===== src/sv/rbt_pkg.sv =====
// Shared types, constants and filter table for the baud timing calculator.
package rbt_pkg;

  localparam logic [9:0] RATE_MIN = 10'd1;
  localparam logic [9:0] RATE_MAX = 10'd256;
  localparam logic [10:0] GAIN_MAX = 11'h7FF;
  localparam logic [7:0] MODE_LOW = 8'h4C;
  localparam logic [7:0] MODE_HIGH = 8'h0C;
  localparam logic [7:0] CODE_NONE = 8'hFF;
  localparam int NUM_W = 36;
  localparam int DEN_W = 20;
  localparam int CNT_W = 6;

  // floor(x / 1000) = (x * DRW_RECIP) >> 36, exact for x below 2^26
  localparam logic [26:0] DRW_RECIP = 27'd68719477;
  // 2^18 = d * Q + 19 for d = 125 and d = 375
  localparam logic [11:0] NCO_Q_LO = 12'd2097;
  localparam logic [11:0] NCO_Q_HI = 12'd699;
  // floor(x / d) = (x * recip) >> 28, exact for x below 2^20
  localparam logic [21:0] NCO_RECIP_LO = 22'd2147484;
  localparam logic [21:0] NCO_RECIP_HI = 22'd715828;

  localparam logic [12:0] BW_TABLE [8] = '{
    13'd322, 13'd3355, 13'd3618, 13'd4202, 13'd4684, 13'd5188, 13'd5770, 13'd6207
  };
  localparam logic [7:0] BW_CODE [8] = '{
    8'h26, 8'h88, 8'h89, 8'h8A, 8'h8B, 8'h8C, 8'h8D, 8'h8E
  };

  typedef struct packed {
    logic       ok;
    logic [8:0] rate;
    logic       dev_hi;
    logic       slow;
    logic [7:0] mode;
    logic [7:0] dev_code;
    logic [7:0] code;
  } item_t;

  typedef enum logic [3:0] {
    S_IDLE, S_RECIP, S_RECIP_MUL, S_OSR_GO, S_OSR_WT,
    S_MUL, S_GAIN_GO, S_GAIN_WT, S_DONE
  } state_t;

  typedef struct packed {
    logic                     start;
    logic [NUM_W-1:0] num;
    logic [DEN_W-1:0] den;
  } div_req_t;

endpackage


===== src/sv/rbt_front.sv =====
// Front end: range check, deviation, mode and IF filter selection.
module rbt_front (
  input  logic [9:0]        rate_kbps,
  output rbt_pkg::item_t    item
);

  logic [13:0] need;
  logic [7:0]  code;
  logic        ok;
  logic        dev_hi;

  assign ok = (rate_kbps >= rbt_pkg::RATE_MIN) && (rate_kbps <= rbt_pkg::RATE_MAX);
  assign dev_hi = rate_kbps > 10'd10;
  assign need = 14'((dev_hi ? 14'd300 : 14'd30) + 14'(rate_kbps)) * 14'd10;

  always_comb begin
    code = rbt_pkg::CODE_NONE;
    for (int i = 7; i >= 0; i--) begin
      if (14'(rbt_pkg::BW_TABLE[i]) >= need) code = rbt_pkg::BW_CODE[i];
    end
  end

  always_comb begin
    item = '0;
    if (ok) begin
      item.ok = 1'b1;
      item.rate = rate_kbps[8:0];
      item.dev_hi = dev_hi;
      item.slow = rate_kbps < 10'd30;
      item.mode = (rate_kbps < 10'd30) ? rbt_pkg::MODE_LOW : rbt_pkg::MODE_HIGH;
      item.dev_code = dev_hi ? 8'd240 : 8'd24;
      item.code = code;
    end
  end

endmodule


===== src/sv/rbt_queue.sv =====
// Two-entry queue between front and back end.
module rbt_queue (
  input  logic           clk,
  input  logic           rst,
  input  logic           push,
  input  rbt_pkg::item_t push_item,
  output logic           full,
  input  logic           pop,
  output logic           not_empty,
  output rbt_pkg::item_t pop_item
);

  rbt_pkg::item_t mem [2];
  logic       wptr;
  logic       rptr;
  logic [1:0] count;

  assign full = count == 2'd2;
  assign not_empty = count != 2'd0;
  assign pop_item = mem[rptr];

  always_ff @(posedge clk) begin
    if (push) mem[wptr] <= push_item;
  end

  always_ff @(posedge clk) begin
    if (rst) begin
      wptr <= 1'b0;
      rptr <= 1'b0;
      count <= 2'd0;
    end else begin
      if (push) wptr <= ~wptr;
      if (pop) rptr <= ~rptr;
      count <= 2'(count + {1'b0, push} - {1'b0, pop});
    end
  end

endmodule


===== src/sv/rbt_div.sv =====
// Restoring divider, one quotient bit per cycle.
module rbt_div (
  input  logic                         clk,
  input  logic                         rst,
  input  rbt_pkg::div_req_t            req,
  output logic                         busy,
  output logic                         done,
  output logic [rbt_pkg::NUM_W-1:0]    quo
);

  logic [rbt_pkg::DEN_W-1:0] rem;
  logic [rbt_pkg::DEN_W-1:0] den;
  logic [rbt_pkg::CNT_W-1:0] cnt;
  logic [rbt_pkg::DEN_W:0]   trial;
  logic                      ge;

  assign trial = {rem, quo[rbt_pkg::NUM_W-1]};
  assign ge = trial >= {1'b0, den};

  always_ff @(posedge clk) begin
    if (req.start) begin
      rem <= '0;
      quo <= req.num;
      den <= req.den;
    end else if (busy) begin
      rem <= ge ? rbt_pkg::DEN_W'(trial - {1'b0, den}) : trial[rbt_pkg::DEN_W-1:0];
      quo <= {quo[rbt_pkg::NUM_W-2:0], ge};
    end
  end

  always_ff @(posedge clk) begin
    if (rst) begin
      busy <= 1'b0;
      done <= 1'b0;
      cnt <= '0;
    end else begin
      done <= 1'b0;
      if (req.start) begin
        busy <= 1'b1;
        cnt <= rbt_pkg::CNT_W'(rbt_pkg::NUM_W);
      end else if (busy) begin
        cnt <= cnt - 1'b1;
        if (cnt == rbt_pkg::CNT_W'(1)) begin
          busy <= 1'b0;
          done <= 1'b1;
        end
      end
    end
  end

endmodule


===== src/sv/rbt_back.sv =====
// Back end: sequences the divisions and holds the result register.
module rbt_back (
  input  logic                 clk,
  input  logic                 rst,
  input  logic                 q_valid,
  input  rbt_pkg::item_t       q_item,
  output logic                 q_pop,
  output logic                 out_valid,
  input  logic                 out_ready,
  output logic                 accepted,
  output logic [7:0]           modulation_mode,
  output logic [7:0]           deviation_code,
  output logic [15:0]          data_rate_word,
  output logic [7:0]           if_filter_code,
  output logic [11:0]          oversampling_ratio,
  output logic [17:0]          nco_offset,
  output logic [10:0]          recovery_gain
);

  rbt_pkg::state_t  state, state_next;
  rbt_pkg::item_t   item;
  rbt_pkg::div_req_t req;
  logic             div_busy;
  logic             div_done;
  logic [rbt_pkg::NUM_W-1:0] quo;
  logic [15:0] drw;
  logic [11:0] osr;
  logic [17:0] nco;
  logic [10:0] gain;
  logic [19:0] gden;
  logic [10:0] div_c;
  logic [15:0] rate_sh;
  logic        emit;
  logic [25:0] drw_x;
  logic [19:0] nco_x;
  logic [27:0] nco_base;
  logic [52:0] drw_prod;
  logic [41:0] nco_prod;
  logic [27:0] nco_sum;

  rbt_div u_div (
    .clk (clk), .rst (rst), .req (req), .busy (div_busy), .done (div_done), .quo (quo)
  );

  assign div_c = item.code[7] ? 11'd1500 : 11'd500;
  assign rate_sh = 16'({7'd0, item.rate} << item.code[6:4]);
  assign emit = (state == rbt_pkg::S_DONE) && (!out_valid || out_ready);

  assign drw_prod = 53'(drw_x) * 53'(rbt_pkg::DRW_RECIP);
  assign nco_prod = 42'(nco_x) *
                    42'(item.code[7] ? rbt_pkg::NCO_RECIP_HI : rbt_pkg::NCO_RECIP_LO);
  assign nco_sum = nco_base + {14'd0, nco_prod[41:28]};

  always_comb begin
    state_next = state;
    case (state)
      rbt_pkg::S_IDLE:      if (q_valid) state_next = q_item.ok ? rbt_pkg::S_RECIP
                                                                : rbt_pkg::S_DONE;
      rbt_pkg::S_RECIP:     state_next = rbt_pkg::S_RECIP_MUL;
      rbt_pkg::S_RECIP_MUL: state_next = rbt_pkg::S_OSR_GO;
      rbt_pkg::S_OSR_GO:    state_next = rbt_pkg::S_OSR_WT;
      rbt_pkg::S_OSR_WT:    if (div_done) state_next = rbt_pkg::S_MUL;
      rbt_pkg::S_MUL:       state_next = rbt_pkg::S_GAIN_GO;
      rbt_pkg::S_GAIN_GO:   state_next = (gden == '0) ? rbt_pkg::S_DONE : rbt_pkg::S_GAIN_WT;
      rbt_pkg::S_GAIN_WT:   if (div_done) state_next = rbt_pkg::S_DONE;
      rbt_pkg::S_DONE:      if (emit) state_next = rbt_pkg::S_IDLE;
      default:              state_next = rbt_pkg::S_IDLE;
    endcase
  end

  always_comb begin
    req = '0;
    q_pop = (state == rbt_pkg::S_IDLE) && q_valid;
    case (state)
      rbt_pkg::S_OSR_GO: begin
        req.start = 1'b1;
        req.num = 36'(div_c) * 36'd16 + 36'(rate_sh);
        req.den = {3'd0, rate_sh, 1'b0};
      end
      rbt_pkg::S_GAIN_GO: begin
        req.start = gden != '0;
        req.num = 36'(item.rate) * 36'd65535;
        req.den = gden;
      end
      default: req = '0;
    endcase
  end

  always_ff @(posedge clk) begin
    if (q_pop) begin
      item <= q_item;
      drw <= '0;
      osr <= '0;
      nco <= '0;
      gain <= '0;
    end
    // ceiling of rate * 2^(e+18) / d split as rate_sh * Q + ceiling of 19 * rate_sh / d
    if (state == rbt_pkg::S_RECIP) begin
      drw_x <= (item.slow ? (26'(item.rate) << 21) : (26'(item.rate) << 16)) + 26'd500;
      nco_base <= 28'(rate_sh) *
                  28'(item.code[7] ? rbt_pkg::NCO_Q_HI : rbt_pkg::NCO_Q_LO);
      nco_x <= 20'(rate_sh) * 20'd19 + (item.code[7] ? 20'd374 : 20'd124);
    end
    if (state == rbt_pkg::S_RECIP_MUL) begin
      drw <= drw_prod[51:36];
      nco <= nco_sum[17:0];
    end
    if (div_done) begin
      case (state)
        rbt_pkg::S_OSR_WT: osr <= quo[11:0];
        rbt_pkg::S_GAIN_WT: gain <= (quo > 36'd2045) ? rbt_pkg::GAIN_MAX : 11'(quo + 36'd2);
        default: ;
      endcase
    end
    if (state == rbt_pkg::S_MUL) gden <= 20'(osr) * (item.dev_hi ? 20'd150 : 20'd15);
    if (state == rbt_pkg::S_GAIN_GO && gden == '0) gain <= rbt_pkg::GAIN_MAX;
    if (emit) begin
      accepted <= item.ok;
      modulation_mode <= item.mode;
      deviation_code <= item.dev_code;
      data_rate_word <= drw;
      if_filter_code <= item.code;
      oversampling_ratio <= osr;
      nco_offset <= nco;
      recovery_gain <= gain;
    end
  end

  always_ff @(posedge clk) begin
    if (rst) begin
      state <= rbt_pkg::S_IDLE;
      out_valid <= 1'b0;
    end else begin
      state <= state_next;
      if (emit) out_valid <= 1'b1;
      else if (out_ready) out_valid <= 1'b0;
    end
  end

  a_start_idle: assert property (@(posedge clk) disable iff (rst)
    req.start |-> !div_busy) else $error("divider restarted while busy");
  a_reject_zero: assert property (@(posedge clk) disable iff (rst)
    (out_valid && !accepted) |-> (recovery_gain == '0 && nco_offset == '0 &&
    data_rate_word == '0 && if_filter_code == '0))
    else $error("rejected transaction carries data");
  a_gain_floor: assert property (@(posedge clk) disable iff (rst)
    (out_valid && accepted) |-> recovery_gain >= 11'd2) else $error("gain below two");

endmodule


===== src/sv/radio_baud_timing_calc_unit.sv =====
// Top level of the baud timing calculator.
// Each accepted rate runs two divisions (oversampling ratio, gain) in one shared
//   divider; a rejected rate skips both divisions and goes straight to the result.
// The back end works on one rate at a time and pops the next rate only when idle.
// Input accepted while the two-entry queue has room; result held until taken.
// Synchronous active-high reset empties the queue and clears the output valid.
module radio_baud_timing_calc_unit (
  input  logic        clk,
  input  logic        rst,
  input  logic        in_valid,
  output logic        in_ready,
  input  logic [9:0]  rate_kbps,
  output logic        out_valid,
  input  logic        out_ready,
  output logic        accepted,
  output logic [7:0]  modulation_mode,
  output logic [7:0]  deviation_code,
  output logic [15:0] data_rate_word,
  output logic [7:0]  if_filter_code,
  output logic [11:0] oversampling_ratio,
  output logic [17:0] nco_offset,
  output logic [10:0] recovery_gain
);

  rbt_pkg::item_t f_item;
  rbt_pkg::item_t q_item;
  logic q_full, q_valid, q_pop;

  assign in_ready = !q_full;

  rbt_front u_front (.rate_kbps (rate_kbps), .item (f_item));

  rbt_queue u_queue (
    .clk (clk), .rst (rst), .push (in_valid && in_ready), .push_item (f_item),
    .full (q_full), .pop (q_pop), .not_empty (q_valid), .pop_item (q_item)
  );

  rbt_back u_back (
    .clk (clk), .rst (rst), .q_valid (q_valid), .q_item (q_item), .q_pop (q_pop),
    .out_valid (out_valid), .out_ready (out_ready), .accepted (accepted),
    .modulation_mode (modulation_mode), .deviation_code (deviation_code),
    .data_rate_word (data_rate_word), .if_filter_code (if_filter_code),
    .oversampling_ratio (oversampling_ratio), .nco_offset (nco_offset),
    .recovery_gain (recovery_gain)
  );

endmodule

===== config.mk =====
export PLATFORM = sky130hd
export DESIGN_NAME = radio_baud_timing_calc_unit
export DESIGN_NICKNAME = d
export VERILOG_FILES = /design/src/sv/rbt_pkg.sv /design/src/sv/rbt_front.sv /design/src/sv/rbt_queue.sv /design/src/sv/rbt_div.sv /design/src/sv/rbt_back.sv /design/src/sv/radio_baud_timing_calc_unit.sv
export SDC_FILE = /design/constraint.sdc
export NUM_CORES = 2
export LEC_CHECK = 0
export BUFFER_PORTS_ARGS = -buffer_cell sky130_fd_sc_hd__buf_2
export CAP_MARGIN = 10
export CORE_MARGIN = 5
export CORE_UTILIZATION = 45
export DETAILED_ROUTE_END_ITERATION = 6
export GPL_TIMING_DRIVEN = 0
export SYNTH_ARGS = -nofsm -noshare
export SYNTH_HDL_FRONTEND = slang
export SYNTH_SLANG_ARGS = --single-unit

===== constraint.sdc =====
create_clock -name clk -period 9.8 [get_ports clk]
set_input_delay 1.96 -clock clk [delete_from_list [all_inputs] [get_ports clk]]
set_output_delay 1.96 -clock clk [all_outputs]
set_load 0.005 [all_outputs]

Word-level counts from Yosys, hierarchy flattened. Memory sizes are Yosys's and may differ from the RTL's. A register that Yosys moved wholly into a read port is not among the register bits. Cells that the tools add are included.

$add $sub $neg: 10. Multipliers: 7. Shift-type cells: 1. Equal/unequal tests: 14. Bitwise logic cells: 3. Order comparisons: 14. Reductions and logical operators: 18. Mux-type cells: 52.

Operator list (count): case mux 57 bit (2 select lines) (1); two-way mux 36 bit (3); >= comparator 13 x 14 -> 1 bit, first input constant (5); two-way mux 7 bit (8); two-way mux 11 bit (5); multiplier 26 x 27 -> 52 bit, second input constant (1); two-way mux 12 bit (4); multiplier 20 x 42 -> 42 bit (1); greater-than comparator 36 x 11 -> 1 bit, second input constant (1); two-way mux 18 bit (2); case mux 4 bit (9 select lines) (1); two-way mux 16 bit (2); >= comparator 12 x 14 -> 1 bit, first input constant (2); adder 26 x 9 -> 26 bit, second input constant (1); two-way mux 26 bit (1); multiplier 9 x 16 -> 25 bit, second input constant (1); two-way mux 4 bit (6); two-way mux 8 bit (3); two-way mux 22 bit (1); >= comparator 21 x 20 -> 1 bit (1); adder 20 bit (1); zero test 20 bit (1); multiplier 12 x 20 -> 20 bit (1); multiplier 16 x 5 -> 20 bit, second input constant (1); other kinds (38) (65).

Input port bits: 14. Word-level logic and storage cells: 155. Memory bits (writable): 72. Register bits: 352. Memories: 1. Output and inout bits: 84.

Memories: u_queue.mem (depth 2, bits a word 36, read ports 1, clocked after Yosys merged registers in 1, wr ports 1, line rbt_queue.sv:13) `rbt_pkg::item_t mem [2];`.

Longest topological paths before layout.
Depth in word-level cells: 14. Gate-level depth with buffers: 38. Gate-level depth less buffers: 36.

Cells and area by module. From an unflattened synthesis, not the netlist that was laid out.

Cells, all modules: 3722. Area, all modules: 40102.2 um2.

Modules (own cells, without submodules): rbt_back (times used 1, area an instance 31186.2 um2, cells an instance 2998, sequential area each 7136.8 um2); rbt_div (times used 1, area an instance 4506.8 um2, cells an instance 398, sequential area each 2242.2 um2); rbt_queue (times used 1, area an instance 2970.3 um2, cells an instance 133, sequential area each 2262.2 um2); rbt_front (times used 1, area an instance 1428.9 um2, cells an instance 191, sequential area each 0.0 um2); radio_baud_timing_calc_unit (times used 1, area an instance 10.0 um2, cells an instance 2, sequential area each 0.0 um2).

Worst setup path before layout. OpenSTA, ideal clock, no wires.

Kind: reg-to-reg. From: register u_back.item[3] (netlist name). To: register u_back.nco[17], data pin. Required time: 9530 ps. Arrival: 8553 ps. Clock period less this slack: 8824 ps. Library setup time: 270 ps. Slack: 976 ps. Cell stages (with the launch flop): 34. Buffers on the path: 1. Cell sequence: edfxtp_1 > inv_1 > buf_1 > nor2_1 > ha_1 > inv_1 > fa_1 > inv_1 > fa_1 > fa_1 > fa_1 > fa_1 > inv_1 > fa_1 > inv_1 > ha_1 > a21o_1 > a21oi_1 > o21ai_0 > a21oi_1 > nor2_1 > a2111o_1 > a31oi_1 > xnor2_1 > ha_1 > a21o_1 > a21oi_1 > o21bai_1 > a2111oi_0 > nor3_1 > a311o_1 > a41oi_1 > or3_1 > a21oi_1.

RTL lines: end signal, assigned (line rbt_back.sv:106) `nco <= nco_sum[17:0];`; end, declared (line rbt_back.sv:28) `logic [17:0] nco;`.

==> results.yml <==
place:
  gp_congestion: 0.897
  port_buffers: 85
  dp_cells: 4817
  pre_cts_slack_ns: -0.910
  post-dp-hpwl_mm: 70.8
synthesis:
  ys_ff_latch: 342
  yosys.area.top_type: "edfxtp_1"
  yosys_warnings: 0
  avgSynthCellArea_um2: 10.3
  yosys-top-cells-count: "inv_1 (806), ha_1 (652), fa_1 (381), edfxtp_1 (281), nand2_1 (171)"
  netlist.area_leader.share_pct: 22.7
  synth_cells: 3627
  synth_edf_count: 281
  ys.flop_type: "edfxtp_1"
  yosysMostFrequentCell: "inv_1"
  ys_top_cells_by_area: "edfxtp_1 (23%), ha_1 (22%), fa_1 (20%)"
  synthArstFlopShare_pct: 0
  syn_area_mm2: 0.0372
  seq_area_frac_synth_pct: 25.9
  synth_cell_types: 86
global_route:
  antenna_found_initial: 1
  grt_first_pass_wirelength_mm: 139
  grt_usage_pct: 19.4
  grt_remaining_overflow: 0
  grt_max_degree: 38
  grt_pass1_vias: 25832
cells_and_area:
  n_antenna_cell: 0
  fin_cells: 4895
  nets: 4840
  area_delta_synth_final_pct: 9.60
  fill_cells: 7586
  drive_gt1_share_pct: 7.03
drt:
  wl_per_cell_um: 17.3
  drtIter0Drc: 1316
  drt-total-wl_mm: 84.5
  ant_nets: 0
  via_per_inst: 5.16
  vias: 25261
  drcViolationCount: 0
  first_pass_iters: 5
clock_tree:
  cts.clk_slew.worst_paths_ns: 0.06
  numCtsBuffers: 41
  clkSinkCount: 342
  cts_tree: "done"
  clockBufferDepth: 3
  clock-root-buffer: "clkbuf_16"
  cts_hold_buf: 0
  htree_levels: 2
  clk_latency_ns: 0.58
floorplan:
  chipHeight_um: 298
  start_util_pct: 45.4
  die-area_mm2: 0.0886
  rows: 105
  core_area_mm2: 0.0821
  io_pins: 98
  die_w_um: 298
outcome:
  status: "complete, no violations"
setup_path:
  path_class: "reg2reg"
  r2r-end: "u_back.nco[17]"
  cp.arrival_ns: 9.53
  slowest_delay_ns: 0.56
  crit_required_ns: 10.08
  crit_slowest_cell: "fa_1"
  r2r-start: "u_back.item[3]"
  worst_path_most_repeated_cell: "fa_1"
  worst-r2r-setup-slack_ns: 0.54
  rr_worst_depth: 33
  cp-start-kind: "flop"
  crit_fanout: 10
  cp-end-kind: "flop"
  endpoint: "u_back.nco[17]"
  crit_start: "u_back.item[3]"
sta:
  rsz0062_at_grt: "no"
  tightest_slew_ns: 1.31
  worst_slack_ns: 0.544
  layout_min_cycle_time_ns: 9.26
  relSlewSlack_pct: 11.9
  fin_crit_sh_pct: 94.4
  maxSlewViolCount: 0
  fmax_mhz: 108
  hold_viol: 0
  finalSetupViolations: 0
  finClkSkew_ns: 0.0224
job:
  max_cap_viol_count: 0
worst_hold_path:
  hold_path_class: "reg2reg"
repair_timing:
item | CTS | global route
buffers inserted | 2 | 1
endpoints found under the setup margin | 11 | 9
resized for setup | 15 | 23
sequential cells by signal, indices dropped and copies added (netlist names), 18 cells and up, named ones only:
| name | cells |
|---|---|
| u_back.nco | 18 |
| u_back.item | 19 |
| u_back.nco_x | 19 |
| u_back.u_div.den | 20 |
| u_back.u_div.rem | 20 |
| u_back.nco_base | 18 |
| u_back.u_div.quo | 36 |
| u_back.gden | 20 |
| u_queue.mem | 38 |
| u_back.nco_offset | 18 |
cell families after synthesis:
family,Yosys count,share of synthesized area (%)
AOI/OAI and AO/OA,493,8.66
xor gates and xnor gates,149,3.52
adders and majority gates,1033,42.4
buffers and inverters,882,9.09
DFF,342,25.9
muxes,50,1.45
other,2,0.0202
and+or+nand+nor,676,8.93
stage by stage:
| stage | util (%) | hold slack, ns | setup TNS (ns) | area [um2] |
|---|---|---|---|---|
| 4_1_cts | 49.6 | 0.417 | 0 | 40700 |
| 5_1_grt | 49.7 | 0.421 | 0 | 40800 |
| 3_3_place_gp | 47.6 | 0.400 | -7.13 | 39100 |
| 6_report | 49.7 | 0.416 | 0 | 40800 |
| 3_5_place_dp | 47.8 | 0.405 | -6.69 | 39300 |
| 2_1_floorplan | - | 0.400 | 0 | 37300 |
area by class of cell:
cell class / count / area, um2 / area share [%]
timing repair buffer: 101 / 597 / 1.46
buffer: 75 / 382 / 0.935
multi-input combinational: 2425 / 24400 / 59.7
tap: 1070 / 1340 / 3.28
clock buffer: 51 / 1130 / 2.78
clock inverter: 24 / 302 / 0.739
inverter: 807 / 3030 / 7.42
sequential: 342 / 9660 / 23.7
critical path, delay by kind of cell (launching register included):
family | cells | cell delay, ns
adder cells (fa/ha/maj) | 9 | 4.01
AO/OA/AOI/OAI | 13 | 2.96
AND/OR/NAND/NOR | 4 | 0.61
flip-flops | 1 | 0.54
buffers and inverters | 5 | 0.47
XOR/XNOR | 2 | 0.36
routing by layer:
layer  GRT usage, %  vias to the layer above  part of all wire (%)
li1               -                    12405                     -
met1           27.8                    12303                    47
met2           32.1                      458                    46
met3           2.22                       95                   4.2
met4           4.03                        0                   2.0
met5              0                        -                     0
how the worst min path moves through the flow:
stage,start,to,cells after the start
2_1_floorplan,u_back.drw[0],u_back.data_rate_word[0],0
3_3_place_gp,u_back.nco[5],u_back.nco_offset[5],0
3_5_place_dp,u_back.drw[10],u_back.data_rate_word[10],0
4_1_cts,u_back.nco[5],u_back.nco_offset[5],0
5_1_grt,u_back.nco[6],u_back.nco_offset[6],0
6_report,u_back.drw[10],u_back.data_rate_word[10],0
placed cells by master (no fill, tap or decap), types with 8 or more instances in the layout:
cell type  synthesis  final
o41ai_1            9      8
a31oi_1           17     16
xnor2_1           91     90
ha_1             652    652
edfxtp_1         281    281
fa_1             381    381
or3_1             17     17
or2_2             15     15
nor2_1           163    155
xor2_1            57     57
nor2b_1           44     43
o21bai_1          17     17
a21o_1            34     34
buf_2              0     85
dfxtp_1           61     61
mux2i_1           28     28
and3_1            27     27
nand2b_1          28     27
mux2_2            21     21
o211ai_1          10     10
clkbuf_16          0     42
inv_1            806    804
a22o_1            19     19
o21a_1            15     15
a21boi_0           9      9
nor3_1            53     50
nand2_1          171    170
a211oi_1          17     17
o21ai_0          111    110
nand3_1           62     62
nor4_1            22     20
conb_1             2     24
o21ai_1            7      8
a21oi_1          140    140
nand4_1           14     14
clkbuf_1          54     54
and2_1            28     28
buf_4             15     24
a22oi_1           13     13
nor2_2             1      8
Power is left out: the tool's default activity adds up to more than one toggle a clock period on the data nets, which glitch-free logic cannot reach.
